==> src/rtl/core/sfvg_pkg.sv <==
// Shared types, constants and the sine table generator of the sphere face vertex generator.
package sfvg_pkg;

  localparam int MAX_FACES_DEF      = 256;
  localparam int ANGLE_BITS_DEF     = 12;
  localparam int SINE_FRAC_BITS_DEF = 14;

  localparam int RADIUS_W = 16;
  localparam int CNT_W    = 9;
  localparam int IDX_W    = 8;
  localparam int VIDX_W   = 19;
  localparam int CORNER_W = 3;
  localparam int POS_W    = 17;
  localparam int PROD_W   = 17;
  localparam int ADDR_W   = 4;
  localparam int DATA_W   = 32;

  localparam int QUEUE_DEPTH = 2;
  localparam int DIV_STEPS   = 4;

  localparam logic [CORNER_W-1:0] CORNER_FIRST = 3'd0;
  localparam logic [CORNER_W-1:0] CORNER_LAST  = 3'd5;

  localparam logic [1:0] REG_RADIUS    = 2'd0;
  localparam logic [1:0] REG_RING_CNT  = 2'd1;
  localparam logic [1:0] REG_SEG_CNT   = 2'd2;

  localparam longint unsigned TWO_PI_Q30 = 64'd6746518852;

  typedef struct packed {
    logic full;
    logic empty;
  } q_stat_t;

  // Unsigned 64-bit quotient by shift and subtract, used only while building the table.
  function automatic longint unsigned div_u64(longint unsigned num, longint unsigned den);
    longint unsigned q;
    longint unsigned r;
    q = '0;
    r = '0;
    for (int b = 63; b >= 0; b--) begin
      r = {r[62:0], num[b]};
      if (r >= den) begin
        r    = r - den;
        q[b] = 1'b1;
      end
    end
    return q;
  endfunction

  // Quarter-wave sine entry k in unsigned Q1.fbits, from a Q.30 Taylor series.
  function automatic longint unsigned quarter_sine(int unsigned k, int unsigned abits,
                                                   int unsigned fbits);
    longint unsigned x;
    longint unsigned x2;
    longint unsigned term;
    longint unsigned v;
    longint          sum;
    x    = (longint'(k) * TWO_PI_Q30) >> abits;
    x2   = (x * x) >> 30;
    term = x;
    sum  = longint'(x);
    for (int n = 1; n <= 8; n++) begin
      term = (term * x2) >> 30;
      term = div_u64(term, longint'(2 * n) * longint'(2 * n + 1));
      if ((n % 2) == 1) sum = sum - longint'(term);
      else sum = sum + longint'(term);
    end
    if (sum < 0) sum = 0;
    v = ((longint'(sum) << fbits) + (64'd1 << 29)) >> 30;
    if (v > (64'd1 << fbits)) v = 64'd1 << fbits;
    return v;
  endfunction

endpackage

==> src/rtl/core/sfvg_front.sv <==
// Front end: accepts faces, drops those out of range, divides out the four angle boundaries.
module sfvg_front #(
  parameter int MAX_FACES  = sfvg_pkg::MAX_FACES_DEF,
  parameter int ANGLE_BITS = sfvg_pkg::ANGLE_BITS_DEF
) (
  input  logic                                          clk,
  input  logic                                          rst,
  input  logic                                          start,
  input  logic [sfvg_pkg::IDX_W-1:0]                    ring,
  input  logic [sfvg_pkg::IDX_W-1:0]                    segment,
  input  logic [sfvg_pkg::CNT_W-1:0]                    ring_count,
  input  logic [sfvg_pkg::CNT_W-1:0]                    segment_count,
  output logic                                          busy,
  output logic                                          push,
  output logic [sfvg_pkg::VIDX_W+4*ANGLE_BITS-1:0]      push_data,
  input  sfvg_pkg::q_stat_t                             q_stat
);
  import sfvg_pkg::*;

  localparam int NCYC       = (ANGLE_BITS + DIV_STEPS - 1) / DIV_STEPS;
  localparam int LAST_STEPS = ANGLE_BITS - DIV_STEPS * (NCYC - 1);
  localparam int CYC_W      = $clog2(NCYC);

  logic [CNT_W-1:0]      rc;
  logic [CNT_W-1:0]      sc;
  logic [CNT_W-1:0]      lcnt      [4];
  logic [CNT_W-1:0]      dividend  [4];
  logic [CNT_W-1:0]      rem_init  [4];
  logic [CNT_W-1:0]      rem       [4];
  logic [CNT_W-1:0]      rem_next  [4];
  logic [ANGLE_BITS-1:0] quo       [4];
  logic [ANGLE_BITS-1:0] quo_next  [4];
  logic [PROD_W-1:0]     prod;
  logic [PROD_W-1:0]     prod_next;
  logic [VIDX_W-1:0]     base;
  logic [CYC_W-1:0]      cyc;
  logic                  active;
  logic                  done;
  logic                  in_range;
  logic                  accept;

  // Counts above the face limit behave as the limit itself.
  always_comb begin
    rc = ring_count;
    sc = segment_count;
    if (int'(ring_count) > MAX_FACES) rc = CNT_W'(MAX_FACES);
    if (int'(segment_count) > MAX_FACES) sc = CNT_W'(MAX_FACES);
  end

  assign in_range = ({1'b0, ring} < rc) && ({1'b0, segment} < sc);
  assign push     = active && done && !q_stat.full;
  assign busy     = active && !push;
  assign accept   = start && !busy;

  assign prod_next = PROD_W'(ring) * PROD_W'(sc) + PROD_W'(segment);
  assign base      = VIDX_W'({prod, 2'b00}) + VIDX_W'({prod, 1'b0});
  assign push_data = {base, quo[0], quo[1], quo[2], quo[3]};

  always_comb begin
    lcnt[0]     = rc;
    lcnt[1]     = rc;
    lcnt[2]     = sc;
    lcnt[3]     = sc;
    dividend[0] = {1'b0, ring};
    dividend[1] = {1'b0, ring} + 1'b1;
    dividend[2] = {1'b0, segment};
    dividend[3] = {1'b0, segment} + 1'b1;
    // The closing boundary of the last face is a full turn, which wraps to zero.
    for (int l = 0; l < 4; l++) begin
      rem_init[l] = (dividend[l] == lcnt[l]) ? '0 : dividend[l];
    end
  end

  // Restoring division, a few quotient bits per cycle in each lane.
  always_comb begin
    logic [CNT_W:0]        r2;
    logic [CNT_W-1:0]      r;
    logic [ANGLE_BITS-1:0] q;
    for (int l = 0; l < 4; l++) begin
      r = rem[l];
      q = quo[l];
      for (int j = 0; j < DIV_STEPS; j++) begin
        if ((cyc != CYC_W'(NCYC - 1)) || (j < LAST_STEPS)) begin
          r2 = {r, 1'b0};
          if (r2 >= {1'b0, lcnt[l]}) begin
            r2 = r2 - {1'b0, lcnt[l]};
            q  = {q[ANGLE_BITS-2:0], 1'b1};
          end else begin
            q  = {q[ANGLE_BITS-2:0], 1'b0};
          end
          r = r2[CNT_W-1:0];
        end
      end
      rem_next[l] = r;
      quo_next[l] = q;
    end
  end

  always_ff @(posedge clk) begin
    if (rst) begin
      active <= 1'b0;
      done   <= 1'b0;
      cyc    <= '0;
    end else begin
      if (active && !done) begin
        rem <= rem_next;
        quo <= quo_next;
        if (cyc == CYC_W'(NCYC - 1)) done <= 1'b1;
        else cyc <= cyc + 1'b1;
      end
      if (push) begin
        active <= 1'b0;
        done   <= 1'b0;
      end
      if (accept && in_range) begin
        active <= 1'b1;
        done   <= 1'b0;
        cyc    <= '0;
        rem    <= rem_init;
        prod   <= prod_next;
      end
    end
  end

endmodule

==> config.mk <==
export PLATFORM = sky130hd
export DESIGN_NAME = sfvg_front
export DESIGN_NICKNAME = d
export VERILOG_FILES = /design/src/rtl/core/sfvg_pkg.sv /design/src/rtl/core/sfvg_front.sv
export SDC_FILE = /design/constraint.sdc
export NUM_CORES = 1
export LEC_CHECK = 0
export BUFFER_PORTS_ARGS = -buffer_cell sky130_fd_sc_hd__buf_2
export CORE_MARGIN = 8
export CORE_UTILIZATION = 45
export CTS_BUF_LIST = sky130_fd_sc_hd__clkbuf_4
export CTS_CLUSTER_DIAMETER = 60
export DETAILED_ROUTE_END_ITERATION = 8
export PLACE_DENSITY = 0.76
export SETUP_SLACK_MARGIN = 0.1
export SYNTH_ARGS = -nofsm -noshare
export SYNTH_HDL_FRONTEND = slang
export SYNTH_SLANG_ARGS = --single-unit
==> constraint.sdc <==
create_clock -name clk -period 10 [get_ports clk]
set_clock_uncertainty 0.1 [all_clocks]
set_input_delay 2 -clock clk [delete_from_list [all_inputs] [get_ports clk]]
set_output_delay 2 -clock clk [all_outputs]
set_load 0.02 [all_outputs]
==> results.sh <==
export IMPL_status="finished, final reports clean"
export IMPL_gr_usage_all_layers=0.2168
export IMPL_cts_root_buf="clkbuf_4"
export IMPL_critPathSlowestCell="fa_1"
export IMPL_ys_seq_area_frac=0.2057
export IMPL_drc=0
export IMPL_grt_max_degree=37
export IMPL_clk_path_buf_depth=2
export IMPL_die_area_mm2=0.03976
export IMPL_place_gp_congestion=0.9431
export IMPL_max_freq_ghz=0.1041
export IMPL_endpoint_kind="register"
export IMPL_grt_pass1_wl_um=69170
export IMPL_hold_buffers=0
export IMPL_grt_pass1_vias=14021
export IMPL_cp_arrival_ns=9.79
export IMPL_use_met2=0.3765
export IMPL_num_vias=13951
export IMPL_vias_per_cell=5.722
export IMPL_synth_cell_types=96
export IMPL_clock_sinks=105
export IMPL_critical_path_class="input pin to register"
export IMPL_fin_crit_sh=0.9606
export IMPL_clkTransAtPathRegs_ns=0.16
export IMPL_setup_viol=0
export IMPL_yosysTopAreaCell="edfxtp_1"
export IMPL_use_met1=0.2594
export IMPL_cap_violations=0
export IMPL_crit_fanout=7
export IMPL_async_flop_share=0
export IMPL_synth_flop_cell="edfxtp_1"
export IMPL_routed_wl_um=43730
export IMPL_num_io_pins=108
export IMPL_synth_area_leaders="edfxtp_1 20%, ha_1 17%, fa_1 7.3%"
export IMPL_period_needed_ns=9.606
export IMPL_syn_nets=2030
export IMPL_rows=67
export IMPL_crit_top_cell="buf_4"
export IMPL_io_buffers=105
export IMPL_cts_buffers_inserted=9
export IMPL_fp_dieH_um=199.4
export IMPL_hold_start="push_data[29]"
export IMPL_wl_per_cell_um=17.94
export IMPL_grt_remaining_overflow=0
export IMPL_final_antenna_net_count=0
export IMPL_netlist_top_cells_count="205 x ha_1, 150 x nand2_1, 136 x inv_1, 129 x nor2_1, 101 x edfxtp_1"
export IMPL_ys_ff_latch=105
export IMPL_required_ns=10.19
export IMPL_dr_pass1_iters=5
export IMPL_use_met3=0.02880
export IMPL_fin_nets=2280
export IMPL_final_hold_violation_count=0
export IMPL_yosysMostFrequentCell="ha_1"
export IMPL_slew_headroom=0.3396
export IMPL_worst_slew_pin_slew_ns=0.9802
export IMPL_ys_warnings_count=0
export IMPL_die_w_um=199.4
export IMPL_worst_path_largest_cell_delay_ns=0.43
export IMPL_first_iter_violations=929
export IMPL_area_growth_syn_to_layout_pct=18.74
export IMPL_slew_violations=0
export IMPL_tritoncts="built"
export IMPL_syn_inst=1731
export IMPL_hold_path_class="register to register"
export IMPL_busiest_layer="met2"
export IMPL_r2r_start="rem[27]"
export IMPL_crit_start="ring_count[8]"
export IMPL_clk_latency_ns=0.56
export IMPL_synth_area_per_cell_um2=8.744
export IMPL_antenna_found_initial=6
export IMPL_coreArea_mm2=0.03336
export IMPL_start_kind="input pin"
export IMPL_start_util=0.4536
export IMPL_netlist_area_leader_share=0.2004
export IMPL_synthesis_area_mm2=0.01514
export IMPL_dp_hpwl_um=35560
export IMPL_synth_edf_count=101
export IMPL_fin_util=0.5387
export IMPL_drive_gt1_frac=0.2387
export IMPL_cts_htree_levels=3
export IMPL_rsz0062_at_grt="no"
[what timing repair did]
action,in CTS,in global routing
setup endpoints to repair,0,38
endpoints found under the hold margin,0,0
resized for setup,0,53
buffers inserted,0,3
[critical path, delay by kind of cell]
family / cells / cell delay, ns
adder cells (fa/ha/maj): 4 / 1.27
buffers and inverters: 8 / 1.12
AO/OA/AOI/OAI: 19 / 3.41
AND/OR/NAND/NOR: 7 / 0.93
multiplexers: 4 / 1.07
[final cells by class]
cell class | count | area, µm²
Antenna cell | 4 | 10.01
Clock buffer | 10 | 75.07
Clock inverter | 6 | 65.06
Fill cell | 3090 | 15390
Inverter | 140 | 528.0
Multi-Input combinational cell | 1407 | 11470
Sequential cell | 105 | 3113
Tap cell | 448 | 560.5
Timing Repair Buffer | 318 | 2146
[cell families after synthesis]
| group | count (synthesis) | synth area share |
|---|---|---|
| DFF | 105 | 0.2057 |
| and+or+nand+nor | 488 | 0.1545 |
| AOI/OAI and AO/OA | 464 | 0.2088 |
| muxes | 66 | 0.04844 |
| adders and majority gates | 260 | 0.2422 |
| other | 1 | 0.0002478 |
| xor gates and xnor gates | 128 | 0.07407 |
| buffers and inverters | 219 | 0.06605 |
[path summary, 6_finish.rpt]
check	endpoint	slack, ns	cells after the start
setup / recovery	rem[30]	0.39	42
hold / removal	push_data[33]	0.37	0
setup reg to reg	rem[30]	1.64	39
hold reg to reg	push_data[33]	0.37	0
[metrics by stage]
step           TNS, ns  instances  hold slack (ns)  area [µm²]  worst slack [ns]
2_1_floorplan        0       1731           0.3277       15410            0.1035
3_3_place_gp    -3.510       2414           0.3221       17570           -0.2229
3_5_place_dp    -7.156       2414           0.3283       17570           -0.3551
4_1_cts              0       2430           0.3710       17710            0.2485
5_1_grt              0       2438           0.3860       17970           0.01872
6_report             0       2438           0.3659       17970            0.3945
[layout by cell type (no fill, tap or decap), types with 8 or more instances in the layout]
| cell | Yosys | layout |
|---|---|---|
| buf_4 | 37 | 208 |
| ha_1 | 205 | 192 |
| nand2_1 | 150 | 142 |
| inv_1 | 136 | 130 |
| nor2_1 | 129 | 126 |
| buf_2 | 5 | 104 |
| edfxtp_1 | 101 | 101 |
| a21oi_1 | 99 | 91 |
| o21ai_0 | 100 | 87 |
| xnor2_1 | 87 | 87 |
| a21o_1 | 58 | 58 |
| fa_1 | 55 | 55 |
| xor2_1 | 41 | 41 |
| and2_1 | 35 | 34 |
| mux2_2 | 33 | 32 |
| nand3_1 | 31 | 31 |
| nor3_1 | 32 | 28 |
| o21a_1 | 26 | 26 |
| mux2i_1 | 29 | 26 |
| nand2b_1 | 23 | 23 |
| nor2b_1 | 26 | 20 |
| o21ai_1 | 10 | 20 |
| a211oi_1 | 17 | 15 |
| and3_1 | 13 | 13 |
| o21bai_1 | 13 | 13 |
| ha_4 | 0 | 12 |
| o22ai_1 | 12 | 11 |
| clkbuf_4 | 0 | 11 |
| nand4_1 | 10 | 10 |
| a31oi_1 | 13 | 10 |
| inv_2 | 3 | 9 |
| a21oi_2 | 2 | 8 |
| a221o_1 | 8 | 8 |
| or2_2 | 8 | 8 |
| o31ai_1 | 10 | 8 |
[registers in the layout (all words and copies together), names as in the netlist]
name       flops
active         1
cyc            2
done           1
prod          17
push_data     48
rem           36
[per-layer routing]
layer	part of all wire	wire, µm
met4	0.047	2059
met3	0.063	2777
met1	0.41	18090
met5	0.00023	10
met2	0.48	20800
Power is not shown: default switching activity piles up to over one toggle a cycle in this logic, so the estimate is an artifact.
