**config.mk**
```make
export PLATFORM = sky130hd
export DESIGN_NAME = sfvg_queue
export DESIGN_NICKNAME = d
export VERILOG_FILES = /design/src/rtl/core/sfvg_pkg.sv /design/src/rtl/core/sfvg_queue.sv
export SDC_FILE = /design/constraint.sdc
export NUM_CORES = 1
export LEC_CHECK = 0
export ABC_AREA = 1
export BUFFER_PORTS_ARGS = -buffer_cell sky130_fd_sc_hd__buf_4
export CORE_MARGIN = 2
export CORE_UTILIZATION = 40
export CTS_BUF_LIST = sky130_fd_sc_hd__clkbuf_16
export DETAILED_ROUTE_END_ITERATION = 8
export PLACE_DENSITY = 0.61
export SYNTH_ARGS = -nofsm -noshare
export SYNTH_HDL_FRONTEND = slang
export SYNTH_SLANG_ARGS = --single-unit
export TNS_END_PERCENT = 20
```
**constraint.sdc**
```tcl
create_clock -name clk -period 1.48 [get_ports clk]
set_input_delay 0 -clock clk [delete_from_list [all_inputs] [get_ports clk]]
set_output_delay 0 -clock clk [all_outputs]
set_load 0.01 [all_outputs]
```
**src/rtl/core/sfvg_pkg.sv**
```systemverilog
// Shared types, constants and the sine table generator of the sphere face vertex generator.
package sfvg_pkg;

  localparam int MAX_FACES_DEF      = 256;
  localparam int ANGLE_BITS_DEF     = 12;
  localparam int SINE_FRAC_BITS_DEF = 14;

  localparam int RADIUS_W = 16;
  localparam int CNT_W    = 9;
  localparam int IDX_W    = 8;
  localparam int VIDX_W   = 19;
  localparam int CORNER_W = 3;
  localparam int POS_W    = 17;
  localparam int PROD_W   = 17;
  localparam int ADDR_W   = 4;
  localparam int DATA_W   = 32;

  localparam int QUEUE_DEPTH = 2;
  localparam int DIV_STEPS   = 4;

  localparam logic [CORNER_W-1:0] CORNER_FIRST = 3'd0;
  localparam logic [CORNER_W-1:0] CORNER_LAST  = 3'd5;

  localparam logic [1:0] REG_RADIUS    = 2'd0;
  localparam logic [1:0] REG_RING_CNT  = 2'd1;
  localparam logic [1:0] REG_SEG_CNT   = 2'd2;

  localparam longint unsigned TWO_PI_Q30 = 64'd6746518852;

  typedef struct packed {
    logic full;
    logic empty;
  } q_stat_t;

  // Unsigned 64-bit quotient by shift and subtract, used only while building the table.
  function automatic longint unsigned div_u64(longint unsigned num, longint unsigned den);
    longint unsigned q;
    longint unsigned r;
    q = '0;
    r = '0;
    for (int b = 63; b >= 0; b--) begin
      r = {r[62:0], num[b]};
      if (r >= den) begin
        r    = r - den;
        q[b] = 1'b1;
      end
    end
    return q;
  endfunction

  // Quarter-wave sine entry k in unsigned Q1.fbits, from a Q.30 Taylor series.
  function automatic longint unsigned quarter_sine(int unsigned k, int unsigned abits,
                                                   int unsigned fbits);
    longint unsigned x;
    longint unsigned x2;
    longint unsigned term;
    longint unsigned v;
    longint          sum;
    x    = (longint'(k) * TWO_PI_Q30) >> abits;
    x2   = (x * x) >> 30;
    term = x;
    sum  = longint'(x);
    for (int n = 1; n <= 8; n++) begin
      term = (term * x2) >> 30;
      term = div_u64(term, longint'(2 * n) * longint'(2 * n + 1));
      if ((n % 2) == 1) sum = sum - longint'(term);
      else sum = sum + longint'(term);
    end
    if (sum < 0) sum = 0;
    v = ((longint'(sum) << fbits) + (64'd1 << 29)) >> 30;
    if (v > (64'd1 << fbits)) v = 64'd1 << fbits;
    return v;
  endfunction

endpackage

```
**src/rtl/core/sfvg_queue.sv**
```systemverilog
// Short FIFO that decouples the face front end from the vertex back end.
module sfvg_queue #(
  parameter int WIDTH = 8
) (
  input  logic                 clk,
  input  logic                 rst,
  input  logic                 push,
  input  logic [WIDTH-1:0]     push_data,
  input  logic                 pop,
  output logic [WIDTH-1:0]     pop_data,
  output sfvg_pkg::q_stat_t    stat
);
  import sfvg_pkg::*;

  localparam int PTR_W = $clog2(QUEUE_DEPTH);
  localparam int CNT_QW = $clog2(QUEUE_DEPTH + 1);

  logic [WIDTH-1:0]  mem [QUEUE_DEPTH];
  logic [PTR_W-1:0]  wp;
  logic [PTR_W-1:0]  rp;
  logic [CNT_QW-1:0] count;

  assign pop_data   = mem[rp];
  assign stat.full  = (count == CNT_QW'(QUEUE_DEPTH));
  assign stat.empty = (count == '0);

  always_ff @(posedge clk) begin
    if (push) begin
      mem[wp] <= push_data;
    end
  end

  always_ff @(posedge clk) begin
    if (rst) begin
      wp    <= '0;
      rp    <= '0;
      count <= '0;
    end else begin
      if (push) begin
        wp <= (wp == PTR_W'(QUEUE_DEPTH - 1)) ? '0 : wp + 1'b1;
      end
      if (pop) begin
        rp <= (rp == PTR_W'(QUEUE_DEPTH - 1)) ? '0 : rp + 1'b1;
      end
      if (push && !pop) count <= count + 1'b1;
      else if (pop && !push) count <= count - 1'b1;
    end
  end

endmodule

```
==> impl_metrics.env, run 1 <==
export IMPL_status="completed"
export IMPL_clockBufferDepth=2
export IMPL_ff_latch_area_um2=581
export IMPL_finalSetupViolCount=0
export IMPL_io_pins=22
export IMPL_hp_start="pop"
export IMPL_synth_area_leaders="edfxtp_1, dfxtp_1, mux2_2, inv_1, nor2_1"
export IMPL_die_y_um=49.0
export IMPL_synthArstFlopShare_pct=0
export IMPL_synth_top_family_by_area="multiplexers"
export IMPL_powerDensity_mw_per_mm2=1230
export IMPL_start_util_pct=41.8
export IMPL_antenna_left=0
export IMPL_synth_compound_gate_area_share_pct=1.23
export IMPL_wire_per_inst_um=9.54
export IMPL_finalWorstPathRequiredPeriod_ps=1330
export IMPL_slew_headroom_pct=74.5
export IMPL_grt_max_degree=13
export IMPL_ctsHoldBuffers=9
export IMPL_vdd_drop_max_mv=0.757
export IMPL_required_ps=1480
export IMPL_wl_um=1140
export IMPL_cp_start_kind="flip-flop"
export IMPL_dp_worst_setup_slack_ps=406
export IMPL_yosys_cell_count_top_type="edfxtp_1"
export IMPL_post_cts_setup_buffers=0
export IMPL_synth_cell_type_count=16
export IMPL_dpl_cell_area_um2=998
export IMPL_max_freq_mhz=755
export IMPL_place_hpwl_um=791
export IMPL_fin_ws_ps=155
export IMPL_overflow=0
export IMPL_muxShareOfSynthArea_pct=11.1
export IMPL_cap_violations=0
export IMPL_synth_avg_cell_area_um2=14.0
export IMPL_hold_viol=0
export IMPL_rsz0062_at_grt="no"
export IMPL_crit_arrival_ps=1330
export IMPL_root_buffer="clkbuf_16"
export IMPL_synth_fa_ha_area_share_pct=1.54
export IMPL_antenna_found_initial=0
export IMPL_synth_cells=58
export IMPL_yosys_area_share_simple_pct=7.87
export IMPL_crit_fanout=8
export IMPL_setup_tns_ps=0
export IMPL_area_delta_synth_final_pct=44.1
export IMPL_place_congestion=0.645
export IMPL_seq_area_frac_synth_pct=71.6
export IMPL_port_buffers=21
export IMPL_synth_edf_count=16
export IMPL_cts_sinks=21
export IMPL_grt_pass1_vias=494
export IMPL_vias=515
export IMPL_yosys_register_bits=21
export IMPL_end_kind="output port"
export IMPL_grtUsageTotal_pct=11.8
export IMPL_multi_input_area_um2=185
export IMPL_critical_path_class="reg -> out"
export IMPL_min_path_type="in -> reg"
export IMPL_clk_latency_ps=250
export IMPL_syn_cell_area_um2=811
export IMPL_yosysWarnings=0
export IMPL_vias_per_cell=4.33
export IMPL_synthFlopType="edfxtp_1"
export IMPL_cts_clk_slew_worst_paths_ps=50
export IMPL_cts_resized=0
export IMPL_drive_above_1_share_pct=39.1
export IMPL_synth_nets=71
export IMPL_dieWidth_um=49.0
export IMPL_h_tree_depth=1
export IMPL_cts_tree="done"
export IMPL_post_route_period_util_pct=89.5
export IMPL_die_area_mm2=0.00240
export IMPL_fin_area_mm2=0.00117
export IMPL_drt_initial_drc_count=1
export IMPL_fill_cells=165
export IMPL_fin_nets=106
export IMPL_yosys_area_top_type_share_pct=59.3
export IMPL_p_leak_nw=0.494
export IMPL_drc=0
export IMPL_worst_pin_slew_ps=382
export IMPL_n_antenna_cell=0
export IMPL_netlist_top_cells_count="edfxtp_1, inv_1, mux2_2"
export IMPL_r2r_start="wp"
export IMPL_grt_pass1_wl_um=2060
export IMPL_synth_xor_area_share_pct=1.08
export IMPL_core_area_mm2=0.00194
export IMPL_slew_violations=0
export IMPL_synth_top_area_cell="edfxtp_1"
export IMPL_finalClockSkew_ps=0.768
export IMPL_reg2reg_slack_ps=450
export IMPL_cts_made_buffers=3
export IMPL_dr_pass1_iters=2
export IMPL_placementRows=16
export IMPL_finish_utilization_pct=60.2
==> layout by cell type, fill, tap and decap left out, drive strengths merged <==
master	n
dfxtp	5
clkbuf	3
inv	9
edfxtp	16
xnor2	1
nor3	1
clkinv	1
o21ai	1
nand4	1
a21oi	1
ha	1
nor2	7
dlygate4sd3	9
buf	22
mux2	8
nand3	1
nand2	5
==> per-stage QoR <==
| stage | power, mW | hold slack [ps] | cells |
|---|---|---|---|
| 4_1_cts | 1.45 | 26.4 | 119 |
| 2_1_floorplan | 0.800 | 72.4 | 58 |
| 5_1_grt | 1.50 | 37.3 | 119 |
| 3_5_place_dp | 0.883 | 189 | 106 |
| 6_report | 1.43 | 21.3 | 119 |
| 3_3_place_gp | 0.880 | 186 | 106 |
==> per-layer routing <==
layer  share of wire (%)  vias up  global-route usage, %  wire length (um)
li1                    -      267                      -                 -
met3                 4.9        4                   3.07                56
met5                   0        -                      0                 0
met1                  42      231                   13.1               476
met2                  49       13                   19.4               561
met4                 3.5        0                   8.57                40
==> cells by family (layout without fill, tap and decap cells) <==
group | after synthesis | count (layout)
DFF | 21 | 21
buffers and inverters | 10 | 44
xor gates and xnor gates | 1 | 1
adders and majority gates | 1 | 1
muxes | 8 | 8
and+or+nand+nor | 15 | 15
AOI/OAI and AO/OA | 2 | 2
==> state kept, by name, summed over array words and instances, names as in the netlist, named ones only <==
register and count:
mem 16, count 2, rp 1, wp 1
==> power by group <==
part           total, mW  internal (mW)  switching (mW)
registers          0.696          0.675          0.0211
clock network      0.546          0.362           0.185
logic              0.191          0.113          0.0778
total               1.43           1.15           0.283
==> worst paths after layout <==
kind	end	depth (start not counted)
max	pop_data[6]	2
min	rp	3
max reg2reg	mem[0][2]	2
min reg2reg	count[0]	2
==> worst max-delay path, cell delays in order (launching register included) <==
cell and delay [ps]:
dfxtp_1 550, mux2_2 390, buf_4 140
==> final cells by class <==
| type | instances | share of cell area, % |
|---|---|---|
| well taps | 27 | 2.89 |
| repair buffers | 31 | 21.8 |
| clock buffers | 3 | 6.42 |
| multi-input cells | 27 | 15.8 |
| flip-flops and latches | 21 | 49.7 |
| inverters | 9 | 2.89 |
| clock inverters | 1 | 0.428 |
(Power assumes the default switching activity.)
==> inputs of run 2 (changes only) <==
--- a/config.mk
+++ b/config.mk
@@ -11,7 +11,7 @@
 export CORE_UTILIZATION = 40
 export CTS_BUF_LIST = sky130_fd_sc_hd__clkbuf_16
 export DETAILED_ROUTE_END_ITERATION = 8
-export PLACE_DENSITY = 0.61
+export PLACE_DENSITY = 0.71
 export SYNTH_ARGS = -nofsm -noshare
 export SYNTH_HDL_FRONTEND = slang
 export SYNTH_SLANG_ARGS = --single-unit
==> run 2 against run 1 <==
Against the previous run: wire length increased by 11%; fmax is 1.2% higher; sequential power barely moved; critical path type unchanged; count of clock-buffer cells in the layout did not move; critical path depth is the same.
==> impl_metrics.env, run 2 (synthesis gave the netlist of run 1 again) <==
export IMPL_start_util_pct=41.8
export IMPL_status="completed"
export IMPL_port_buffers=21
export IMPL_finalSetupViolCount=0
export IMPL_holdWs_ps=24.1
export IMPL_fin_ws_ps=171
export IMPL_finalWorstPathRequiredPeriod_ps=1310
export IMPL_grt_max_degree=13
export IMPL_top_register="mem"
export IMPL_finish_utilization_pct=60.2
export IMPL_critical_path_class="reg -> out"
export IMPL_post_place_cells=106
export IMPL_cts_tree="done"
export IMPL_largest_reg_flops=16
export IMPL_dpl_cell_area_um2=998
export IMPL_wire_per_inst_um=10.6
export IMPL_antenna_left=0
export IMPL_max_freq_mhz=764
export IMPL_die_y_um=49.0
export IMPL_worst_pin_slew_ps=352
export IMPL_placementRows=16
export IMPL_min_to="rp"
export IMPL_cts_clk_slew_worst_paths_ps=60
export IMPL_fill_cells=163
export IMPL_clk_latency_ps=250
export IMPL_hold_viol=0
export IMPL_dr_pass1_iters=4
export IMPL_end_kind="output port"
export IMPL_grt_pass1_vias=515
export IMPL_cp_start_kind="flip-flop"
export IMPL_vdd_drop_max_mv=0.750
export IMPL_io_pins=22
export IMPL_crit_arrival_ps=1310
export IMPL_antenna_found_initial=0
export IMPL_n_antenna_cell=0
export IMPL_wl_um=1260
export IMPL_dieWidth_um=49.0
export IMPL_r2r_start="wp"
export IMPL_r2r_end="mem[0][6]"
export IMPL_grtUsageTotal_pct=11.7
export IMPL_ctsHoldBuffers=9
export IMPL_core_area_mm2=0.00194
export IMPL_final_common_cell="buf_4"
export IMPL_vias_per_cell=4.44
export IMPL_reg2reg_slack_ps=440
export IMPL_min_delay_path_depth=3
export IMPL_min_path_type="in -> reg"
export IMPL_place_congestion=0.643
export IMPL_hp_start="pop"
export IMPL_overflow=0
export IMPL_dp_worst_setup_slack_ps=427
export IMPL_fin_cells=119
export IMPL_clockBufferDepth=2
export IMPL_cts_made_buffers=3
export IMPL_drt_initial_drc_count=5
export IMPL_setup_tns_ps=0
export IMPL_post_route_period_util_pct=88.5
export IMPL_cap_violations=0
export IMPL_finalClockSkew_ps=5.09
export IMPL_fin_nets=106
export IMPL_reg_top3="mem: 16 flops, count: 2 flops"
export IMPL_h_tree_depth=1
export IMPL_drc=0
export IMPL_p_total_mw=1.43
export IMPL_vias=528
export IMPL_grt_pass1_wl_um=2110
export IMPL_required_ps=1480
export IMPL_cts_sinks=21
export IMPL_cts_resized=0
export IMPL_p_leak_nw=0.494
export IMPL_drive_above_1_share_pct=39.1
export IMPL_fin_area_mm2=0.00117
export IMPL_root_buffer="clkbuf_16"
export IMPL_area_delta_synth_final_pct=44.1
export IMPL_ff2ff_path_depth=2
export IMPL_slew_violations=0
export IMPL_slew_headroom_pct=76.5
export IMPL_post_cts_setup_buffers=0
export IMPL_final_cell_mix="buf_4, edfxtp_1, dlygate4sd3_1"
export IMPL_powerDensity_mw_per_mm2=1230
export IMPL_die_area_mm2=0.00240
export IMPL_rsz0062_at_grt="no"
export IMPL_crit_fanout=8
export IMPL_place_hpwl_um=898
-- run 2: cell counts in the layout (fill, tap and decap cells not counted) --
No cell type changed its count.
-- run 2: per-layer routing --
| layer | global-route usage, % | routed length [um] | part of all wire (%) | up-vias |
|---|---|---|---|---|
| met5 | 0 | 0 | 0 | - |
| met4 | 4.29 | 0 | 0 | 0 |
| met3 | 3.07 | 72 | 5.7 | 0 |
| met2 | 22.4 | 706 | 56 | 15 |
| met1 | 12.0 | 481 | 38 | 249 |
| li1 | - | - | - | 264 |
-- run 2: report_power, final --
group          leakage (nW)  switching [mW]  internal, mW
Sequential            0.192          0.0214         0.675
Combinational         0.261          0.0821         0.113
Clock                0.0409           0.182         0.361
Total                 0.494           0.285          1.15
-- run 2: cell type report --
cell class	count	area, um^2	area share [%]
Multi-Input combinational cell	27	185	15.8
Inverter	9	33.8	2.89
Sequential cell	21	581	49.7
Timing Repair Buffer	31	255	21.8
Clock buffer	3	75.1	6.42
Tap cell	27	33.8	2.89
Clock inverter	1	5.00	0.428
-- run 2: worst max-delay path by stage --
| stage | startpoint | end | cells after the start |
|---|---|---|---|
| after global routing | flip-flop | pop_data[4] | 2 |
| after detailed placement | flip-flop | pop_data[5] | 2 |
| after global placement | flip-flop | pop_data[5] | 2 |
| after CTS | flip-flop | pop_data[5] | 2 |
| after floorplan | wp | mem[0][0] | 1 |
| final | flip-flop | pop_data[5] | 2 |
-- run 2: critical path: stages (launching register included) --
cell,delay (ps)
dfxtp_1,530
mux2_2,390
buf_4,140
